[config.mk]
export PLATFORM = sky130hd
export DESIGN_NAME = utf8_stream_decoder_top
export DESIGN_NICKNAME = d
export VERILOG_FILES = /design/src/sv/u8sd_pkg.sv /design/src/sv/u8sd_front.sv /design/src/sv/u8sd_queue.sv /design/src/sv/u8sd_back.sv /design/src/sv/utf8_stream_decoder_top.sv
export SDC_FILE = /design/constraint.sdc
export NUM_CORES = 1
export LEC_CHECK = 0
export ABC_AREA = 1
export BUFFER_PORTS_ARGS = -buffer_cell sky130_fd_sc_hd__clkbuf_2
export CAP_MARGIN = 20
export CORE_MARGIN = 5
export CORE_UTILIZATION = 67
export CTS_BUF_LIST = sky130_fd_sc_hd__clkbuf_4 sky130_fd_sc_hd__clkbuf_8
export DETAILED_ROUTE_END_ITERATION = 10
export PLACE_DENSITY_LB_ADDON = 0.12
export SYNTH_ARGS = -nofsm -noshare
export SYNTH_HDL_FRONTEND = slang
export SYNTH_SLANG_ARGS = --single-unit
[constraint.sdc]
create_clock -name clk -period 8.7 [get_ports clk]
set_input_delay 0.435 -clock clk [delete_from_list [all_inputs] [get_ports clk]]
set_output_delay 0.435 -clock clk [all_outputs]
set_load 0.01 [all_outputs]
[src/sv/u8sd_pkg.sv]
// ----------------------------------------------------------------------------
// u8sd_pkg
// Types, constants and helpers shared by the UTF-8 stream decoder modules.
// ----------------------------------------------------------------------------
package u8sd_pkg;

	localparam int unsigned CpWidth = 21;

	localparam logic [CpWidth-1:0] ReplChar   = 21'h00FFFD;
	localparam logic [CpWidth-1:0] MaxScalar  = 21'h10FFFF;
	localparam logic [CpWidth-1:0] SurrLow    = 21'h00D800;
	localparam logic [CpWidth-1:0] SurrHigh   = 21'h00DFFF;
	localparam logic [CpWidth-1:0] Least2Byte = 21'h000080;
	localparam logic [CpWidth-1:0] Least3Byte = 21'h000800;
	localparam logic [CpWidth-1:0] Least4Byte = 21'h010000;

	// Job for the result side: pre_cnt replacements, then an optional
	// middle result, then post_cnt replacements.
	typedef struct packed {
		logic [1:0]         pre_cnt;
		logic               has_mid;
		logic [CpWidth-1:0] mid_cp;
		logic               mid_rep;
		logic [1:0]         post_cnt;
	} job_t;

	// Smallest scalar that a sequence with the given number of continuation
	// bytes may legally encode.
	function automatic logic [CpWidth-1:0] least_for(input logic [1:0] extra);
		logic [CpWidth-1:0] least;
		case (extra)
			2'd1:    least = Least2Byte;
			2'd2:    least = Least3Byte;
			default: least = Least4Byte;
		endcase
		return least;
	endfunction

endpackage

[src/sv/u8sd_front.sv]
// ----------------------------------------------------------------------------
// u8sd_front
// Accepts bytes, tracks the pending sequence and issues at most one job per byte.
// ----------------------------------------------------------------------------
module u8sd_front (
	input  logic              clk,
	input  logic              arst_n,
	input  logic              in_valid,
	output logic              in_stall,
	input  logic [7:0]        in_byte,
	input  logic              end_of_text,
	input  logic              full,
	output logic              push,
	output u8sd_pkg::job_t    job
);

	logic [u8sd_pkg::CpWidth-1:0] partial_q;
	logic [1:0]                   expected_q;
	logic [1:0]                   seen_q;

	logic [u8sd_pkg::CpWidth-1:0] partial_n;
	logic [1:0]                   expected_n;
	logic [1:0]                   seen_n;
	logic [u8sd_pkg::CpWidth-1:0] shifted;
	logic [1:0]                   seen_inc;
	logic                         pending;
	logic                         is_cont;
	logic                         consumed;
	logic                         accept;
	logic [2:0]                   total;

	assign pending  = (expected_q != 2'd0);
	assign is_cont  = (in_byte[7:6] == 2'b10);
	assign consumed = pending && is_cont;
	assign shifted  = {partial_q[u8sd_pkg::CpWidth-7:0], in_byte[5:0]};
	assign seen_inc = seen_q + 2'd1;

	always_comb begin
		partial_n    = partial_q;
		expected_n   = expected_q;
		seen_n       = seen_q;
		job.pre_cnt  = 2'd0;
		job.has_mid  = 1'b0;
		job.mid_cp   = u8sd_pkg::ReplChar;
		job.mid_rep  = 1'b1;
		job.post_cnt = 2'd0;

		if (pending) begin
			if (is_cont) begin
				partial_n = shifted;
				seen_n    = seen_inc;
				if (seen_inc >= expected_q) begin
					job.has_mid = 1'b1;
					if (shifted < u8sd_pkg::least_for(expected_q) ||
					    (shifted >= u8sd_pkg::SurrLow && shifted <= u8sd_pkg::SurrHigh) ||
					    shifted > u8sd_pkg::MaxScalar) begin
						job.mid_cp  = u8sd_pkg::ReplChar;
						job.mid_rep = 1'b1;
					end else begin
						job.mid_cp  = shifted;
						job.mid_rep = 1'b0;
					end
					partial_n  = '0;
					expected_n = 2'd0;
					seen_n     = 2'd0;
				end
			end else begin
				// Cut short: one replacement for the lead and one per held byte.
				job.pre_cnt = seen_q + 2'd1;
				partial_n   = '0;
				expected_n  = 2'd0;
				seen_n      = 2'd0;
			end
		end

		if (!consumed) begin
			if (in_byte[7] == 1'b0) begin
				job.has_mid = 1'b1;
				job.mid_cp  = {{(u8sd_pkg::CpWidth-8){1'b0}}, in_byte};
				job.mid_rep = 1'b0;
			end else if (in_byte[7:5] == 3'b110) begin
				partial_n  = {{(u8sd_pkg::CpWidth-5){1'b0}}, in_byte[4:0]};
				expected_n = 2'd1;
				seen_n     = 2'd0;
			end else if (in_byte[7:4] == 4'b1110) begin
				partial_n  = {{(u8sd_pkg::CpWidth-4){1'b0}}, in_byte[3:0]};
				expected_n = 2'd2;
				seen_n     = 2'd0;
			end else if (in_byte[7:3] == 5'b11110) begin
				partial_n  = {{(u8sd_pkg::CpWidth-3){1'b0}}, in_byte[2:0]};
				expected_n = 2'd3;
				seen_n     = 2'd0;
			end else begin
				job.has_mid = 1'b1;
				job.mid_cp  = u8sd_pkg::ReplChar;
				job.mid_rep = 1'b1;
			end
		end

		if (end_of_text && expected_n != 2'd0) begin
			job.post_cnt = seen_n + 2'd1;
			partial_n    = '0;
			expected_n   = 2'd0;
			seen_n       = 2'd0;
		end
	end

	assign in_stall = full;
	assign accept   = in_valid && !full;
	assign total    = {1'b0, job.pre_cnt} + {2'b00, job.has_mid} + {1'b0, job.post_cnt};
	// A byte that only opens or extends a sequence leaves nothing to emit.
	assign push     = accept && (total != 3'd0);

	always_ff @(posedge clk or negedge arst_n) begin
		if (!arst_n) begin
			partial_q  <= '0;
			expected_q <= 2'd0;
			seen_q     <= 2'd0;
		end else if (accept) begin
			partial_q  <= partial_n;
			expected_q <= expected_n;
			seen_q     <= seen_n;
		end
	end

	a_seen_bounded: assert property (@(posedge clk) disable iff (!arst_n)
		(expected_q == 2'd0) ? (seen_q == 2'd0) : (seen_q < expected_q))
		else $error("front: continuation count outside the pending sequence");

endmodule

[src/sv/u8sd_queue.sv]
// ----------------------------------------------------------------------------
// u8sd_queue
// Small first-in first-out buffer of jobs between the front and back parts.
// ----------------------------------------------------------------------------
module u8sd_queue #(
	parameter int unsigned DEPTH = 2
) (
	input  logic              clk,
	input  logic              arst_n,
	input  logic              push,
	input  u8sd_pkg::job_t    push_job,
	output logic              full,
	input  logic              pop,
	output logic              head_valid,
	output u8sd_pkg::job_t    head_job
);

	localparam int unsigned PtrWidth = (DEPTH > 1) ? $clog2(DEPTH) : 1;
	localparam int unsigned CntWidth = $clog2(DEPTH + 1);
	localparam logic [PtrWidth-1:0] LastPtr = PtrWidth'(DEPTH - 1);
	localparam logic [CntWidth-1:0] FullCnt = CntWidth'(DEPTH);

	u8sd_pkg::job_t       slot_q [DEPTH];
	logic [PtrWidth-1:0]  wr_ptr_q;
	logic [PtrWidth-1:0]  rd_ptr_q;
	logic [CntWidth-1:0]  count_q;

	assign full       = (count_q == FullCnt);
	assign head_valid = (count_q != '0);
	assign head_job   = slot_q[rd_ptr_q];

	always_ff @(posedge clk) begin
		if (push) begin
			slot_q[wr_ptr_q] <= push_job;
		end
	end

	always_ff @(posedge clk or negedge arst_n) begin
		if (!arst_n) begin
			wr_ptr_q <= '0;
			rd_ptr_q <= '0;
			count_q  <= '0;
		end else begin
			if (push) begin
				wr_ptr_q <= (wr_ptr_q == LastPtr) ? '0 : wr_ptr_q + 1'b1;
			end
			if (pop) begin
				rd_ptr_q <= (rd_ptr_q == LastPtr) ? '0 : rd_ptr_q + 1'b1;
			end
			if (push && !pop) begin
				count_q <= count_q + 1'b1;
			end else if (pop && !push) begin
				count_q <= count_q - 1'b1;
			end
		end
	end

	a_no_overflow: assert property (@(posedge clk) disable iff (!arst_n)
		push |-> !full)
		else $error("queue: job written while full");

	a_no_underflow: assert property (@(posedge clk) disable iff (!arst_n)
		pop |-> head_valid)
		else $error("queue: job taken while empty");

endmodule

[src/sv/u8sd_back.sv]
// ----------------------------------------------------------------------------
// u8sd_back
// Expands each job into its code points, one beat per cycle while the
// output is not stalled, into the output register.
// ----------------------------------------------------------------------------
module u8sd_back (
	input  logic                          clk,
	input  logic                          arst_n,
	input  logic                          head_valid,
	input  u8sd_pkg::job_t                head_job,
	output logic                          pop,
	output logic                          out_valid,
	input  logic                          out_stall,
	output logic [u8sd_pkg::CpWidth-1:0]  code_point,
	output logic                          replaced,
	output logic                          run_last
);

	logic [1:0]                   idx_q;
	logic                         out_valid_q;
	logic [u8sd_pkg::CpWidth-1:0] code_point_q;
	logic                         replaced_q;
	logic                         run_last_q;

	logic                         load;
	logic [2:0]                   total;
	logic                         is_last;
	logic [u8sd_pkg::CpWidth-1:0] cur_cp;
	logic                         cur_rep;

	assign total   = {1'b0, head_job.pre_cnt} + {2'b00, head_job.has_mid}
	               + {1'b0, head_job.post_cnt};
	assign is_last = ({1'b0, idx_q} == total - 3'd1);
	assign load    = head_valid && (!out_valid_q || !out_stall);
	assign pop     = load && is_last;

	always_comb begin
		if (idx_q == head_job.pre_cnt && head_job.has_mid) begin
			cur_cp  = head_job.mid_cp;
			cur_rep = head_job.mid_rep;
		end else begin
			cur_cp  = u8sd_pkg::ReplChar;
			cur_rep = 1'b1;
		end
	end

	always_ff @(posedge clk or negedge arst_n) begin
		if (!arst_n) begin
			idx_q       <= 2'd0;
			out_valid_q <= 1'b0;
		end else begin
			if (load) begin
				idx_q       <= is_last ? 2'd0 : idx_q + 2'd1;
				out_valid_q <= 1'b1;
			end else if (!out_stall) begin
				out_valid_q <= 1'b0;
			end
		end
	end

	always_ff @(posedge clk) begin
		if (load) begin
			code_point_q <= cur_cp;
			replaced_q   <= cur_rep;
			run_last_q   <= is_last;
		end
	end

	assign out_valid  = out_valid_q;
	assign code_point = code_point_q;
	assign replaced   = replaced_q;
	assign run_last   = run_last_q;

	a_job_held: assert property (@(posedge clk) disable iff (!arst_n)
		(idx_q != 2'd0) |-> head_valid)
		else $error("back: job left the queue before all its beats were sent");

	a_repl_value: assert property (@(posedge clk) disable iff (!arst_n)
		(out_valid_q && replaced_q) |-> (code_point_q == u8sd_pkg::ReplChar))
		else $error("back: replacement beat carries a code point other than U+FFFD");

	a_idx_bound: assert property (@(posedge clk) disable iff (!arst_n)
		head_valid |-> ({1'b0, idx_q} < total))
		else $error("back: beat index beyond the job length");

endmodule

[src/sv/utf8_stream_decoder_top.sv]
// ----------------------------------------------------------------------------
// utf8_stream_decoder_top
// UTF-8 byte stream to Unicode code point decoder.
//
//   Channel | Handshake          | Payload                            | Beat
//   --------+--------------------+------------------------------------+-----------
//   input   | in_valid, in_stall | in_byte[7:0], end_of_text          | one byte
//   output  | out_valid,         | code_point[20:0], replaced,        | one code
//           | out_stall          | run_last                           | point
//
// A byte is taken every cycle while the job queue has room; each byte yields
// zero to four code points, and the back part sends one per cycle while
// out_stall is low. The first code point of a byte passes through the job
// queue and then the output register.
// Reset clears the pending sequence, the job queue (QUEUE_DEPTH entries) and
// the output valid flag.
// in_stall rises only when the queue is full; out_stall holds the output
// register and, through the queue, eventually the input.
// ----------------------------------------------------------------------------
module utf8_stream_decoder_top #(
	parameter int unsigned QUEUE_DEPTH = 2
) (
	input  logic                          clk,
	input  logic                          arst_n,
	input  logic                          in_valid,
	output logic                          in_stall,
	input  logic [7:0]                    in_byte,
	input  logic                          end_of_text,
	output logic                          out_valid,
	input  logic                          out_stall,
	output logic [u8sd_pkg::CpWidth-1:0]  code_point,
	output logic                          replaced,
	output logic                          run_last
);

	logic            full;
	logic            push;
	logic            pop;
	logic            head_valid;
	u8sd_pkg::job_t  push_job;
	u8sd_pkg::job_t  head_job;

	u8sd_front u_front (
		.clk         (clk),
		.arst_n      (arst_n),
		.in_valid    (in_valid),
		.in_stall    (in_stall),
		.in_byte     (in_byte),
		.end_of_text (end_of_text),
		.full        (full),
		.push        (push),
		.job         (push_job)
	);

	u8sd_queue #(
		.DEPTH (QUEUE_DEPTH)
	) u_queue (
		.clk        (clk),
		.arst_n     (arst_n),
		.push       (push),
		.push_job   (push_job),
		.full       (full),
		.pop        (pop),
		.head_valid (head_valid),
		.head_job   (head_job)
	);

	u8sd_back u_back (
		.clk        (clk),
		.arst_n     (arst_n),
		.head_valid (head_valid),
		.head_job   (head_job),
		.pop        (pop),
		.out_valid  (out_valid),
		.out_stall  (out_stall),
		.code_point (code_point),
		.replaced   (replaced),
		.run_last   (run_last)
	);

endmodule
==> impl_metrics.csv <==
group,metric,value,unit
grt,grt_pass1_wl,15600,um
detailed_routing,drt-wirelength-per-cell,15.5,um
floorplan,initial_core_util,67.8,%
worst_setup_path,startpoint_type,"flip-flop",
detailed_routing,final_antenna_net_count,0,
layout,filler_cell_count,495,
cts,post_cts_buffers,0,
timing,maxSlewHeadroom,39.9,%
detailed_routing,vias,3381,
timing,hold_viol_final,0,
timing,slew_viol_final,0,
layout,seq_area,2960,um2
worst_setup_path,cp_max_fo,26,
worst_setup_path,critPathKind,"flip-flop to flip-flop",
detailed_routing,viasPerCell,5.46,
floorplan,io_pins,38,
layout,drive_gt1_share,14.2,%
hold_path,holdCritPathClass,"input port to async pin",
run,maxCapViolations,0,
cts,clock_sinks,103,
synthesis,ys_types,35,
cts,cts_max_level,3,
power,leakagePower,2.22,nW
grt,antenna_found_initial,0,
layout,multi_input_area,1620,um2
floorplan,die_w,95.2,um
placement,place_congestion,0.960,
synthesis,synth_nets,505,
timing,rsz0062_at_grt,"false",
cts,clk_pin_slew,100,ps
worst_setup_path,cp.required,8750,ps
timing,clock_skew,13.5,ps
timing,worstMarginPinSlew,900,ps
synthesis,syn_area,4870,um2
power,pwr_density_cell,341,nW/um2
synthesis,yosys_warnings,0,
cts,clk_latency,370,ps
floorplan,coreArea,7180,um2
power,irDropWorstVdd,184,uV
worst_setup_path,end_kind,"flip-flop",
cts,numCtsBuffers,9,
grt,grt_pass1_vias,3176,
synthesis,synth_seq_cells,103,
synthesis,synthCells,478,
synthesis,yosysSeqAreaShare,60.9,%
timing,fin_hold_ws,83.0,ps
cts,post_cts_resized,0,
timing,fmax,0.186,GHz
placement,placed_cells,602,
timing,setup_viol,0,
detailed_routing,remaining_drc_errors,0,
cts,cts_tree,"built",
placement,post-dp-hpwl,6940,um
grt,grtUsageTotal,23.2,%
floorplan,row_count,31,
cts,cts_hold_buffers,0,
placement,port_buffers,37,
floorplan,dieHeight,95.2,um
run_status,status,"completed",
timing,period_share,61.9,%
synthesis,syn_avg_cell_area,10.2,um2
cts,root_buffer,"clkbuf_8",
power,power,1.82,mW
layout,nets,542,
detailed_routing,drt_first_pass_iters,5,
grt,overflow,0,
timing,fin_tns_setup,0,ps
floorplan,die_area,9070,um2
timing,final.min_clock_period,5390,ps
layout,area_growth_syn_to_layout,9.61,%
grt,grt_max_degree,29,
detailed_routing,totalWireLength,9600,um
layout,diodes,0,
cts,clock_path_buffers,2,
detailed_routing,drt_iter0_drc,191,
worst_setup_path,critPathArrivalTime,5440,ps
layout,final_cell_count_no_fill,619,
==> critical path, stage by stage, from the launching register on <==
cell,delay (ps)
dfrtp_1,430
inv_1,120
ha_1,720
clkinv_1,470
nand2_1,240
nand2_1,70
nand2_1,60
nand2_1,70
nand2_1,70
nand2_1,400
nor2_4,250
inv_2,60
fa_1,440
fa_1,460
a31oi_1,340
inv_1,140
nor2_2,350
buf_4,370
==> cell usage in the layout (no fill, tap or decap), types with 3 or more instances in the layout <==
| cell type | count |
|---|---|
| nor2_1 | 39 |
| o21ai_1 | 3 |
| nor2_2 | 4 |
| dfrtp_1 | 26 |
| fa_1 | 3 |
| a21oi_2 | 3 |
| inv_1 | 47 |
| clkinv_1 | 4 |
| xor2_1 | 5 |
| clkbuf_2 | 37 |
| edfxtp_1 | 77 |
| nand3_1 | 34 |
| xnor2_1 | 4 |
| mux2i_1 | 9 |
| buf_4 | 4 |
| a21oi_1 | 17 |
| clkbuf_8 | 9 |
| o21ai_0 | 14 |
| nor3_1 | 6 |
| nand4_1 | 17 |
| nand2_1 | 125 |
| ha_1 | 11 |
==> cell families after synthesis <==
| group | synth area share (%) |
|---|---|
| compound gates | 4.42 |
| xor+xnor | 1.95 |
| fa+ha+maj | 4.06 |
| buf+inv | 5.94 |
| flops | 60.9 |
| mux | 2.31 |
| simple gates | 20.5 |
==> power breakdown <==
| group | internal, mW | switching (mW) | total, mW |
|---|---|---|---|
| clock network | 0.137 | 0.170 | 0.306 |
| registers | 0.721 | 0.0660 | 0.787 |
| logic | 0.243 | 0.483 | 0.725 |
| total | 1.10 | 0.718 | 1.82 |
==> cells in the mapped netlist, drive strengths merged <==
master / n / area (um2)
mux2i: 10 / 113
clkinv: 3 / 11.3
o22ai: 2 / 12.5
a31oi: 1 / 6.26
buf: 9 / 61.3
edfxtp: 77 / 2310
or2: 2 / 12.5
dfrtp: 26 / 651
nand2: 127 / 482
o21ai: 17 / 85.1
fa: 3 / 60.1
xor2: 6 / 60.1
inv: 50 / 190
nor2: 45 / 189
a21oi: 20 / 111
nor3: 6 / 30.0
clkbuf: 7 / 26.3
nand3: 34 / 170
xnor2: 4 / 35.0
ha: 11 / 138
and3: 1 / 6.26
nand4: 17 / 106
==> registers in the layout, summed over array words and instances, names as in the netlist <==
signal,cells
u_back.idx_q,2
u_back.run_last,1
u_back.out_valid,1
u_front.expected_q,2
u_back.replaced,1
u_queue.wr_ptr_q,1
u_queue.count_q,2
u_queue.rd_ptr_q,1
u_queue.slot_q,54
u_back.code_point,21
u_front.partial_q,15
u_front.seen_q,2
==> per-layer routing <==
layer  track usage [%]  share of wire, %
met3              4.74               4.7
met4              9.25               2.2
met5                 0                 0
met2              37.5                50
met1              30.8                43
==> cell type report <==
type,instances,share of cell area (%)
clock buffers,9,2.32
inverters,53,3.77
flip-flops and latches,103,55.5
clock inverters,7,1.50
multi-input cells,306,30.4
well taps,99,2.32
repair buffers,42,4.17
==> stage by stage <==
step / area (um2) / utilization, % / setup slack [ps]
floorplan: 4870 / - / 4210
global placement: 5120 / 71.4 / 3620
detailed placement: 5120 / 71.4 / 3420
CTS: 5330 / 74.3 / 3420
global route: 5340 / 74.4 / 2920
finish: 5340 / 74.4 / 3310
==> final timing paths <==
| kind | slack [ps] | start | depth (start not counted) | endpoint |
|---|---|---|---|---|
| worst min-delay path | 80 | arst_n | 1 | u_front.partial_q[12]$_DFFE_PN0P_ |
| worst max-delay path | 3310 | u_front.expected_q[0]$_DFFE_PN0P_ | 17 | u_queue.slot_q[1][16]$_DFFE_PP_ |
| max in group asynchronous | 8190 | arst_n | 1 | u_front.partial_q[9]$_DFFE_PN0P_ |
| worst max register to register | 3310 | u_front.expected_q[0]$_DFFE_PN0P_ | 17 | u_queue.slot_q[1][16]$_DFFE_PP_ |
| worst min register to register | 520 | u_front.partial_q[14]$_DFFE_PN0P_ | 2 | u_front.partial_q[14]$_DFFE_PN0P_ |
| min in group clk | 300 | out_stall | 3 | u_back.out_valid$_DFFE_PN0P_ |
Note: power is estimated with default switching activity, not from simulation.
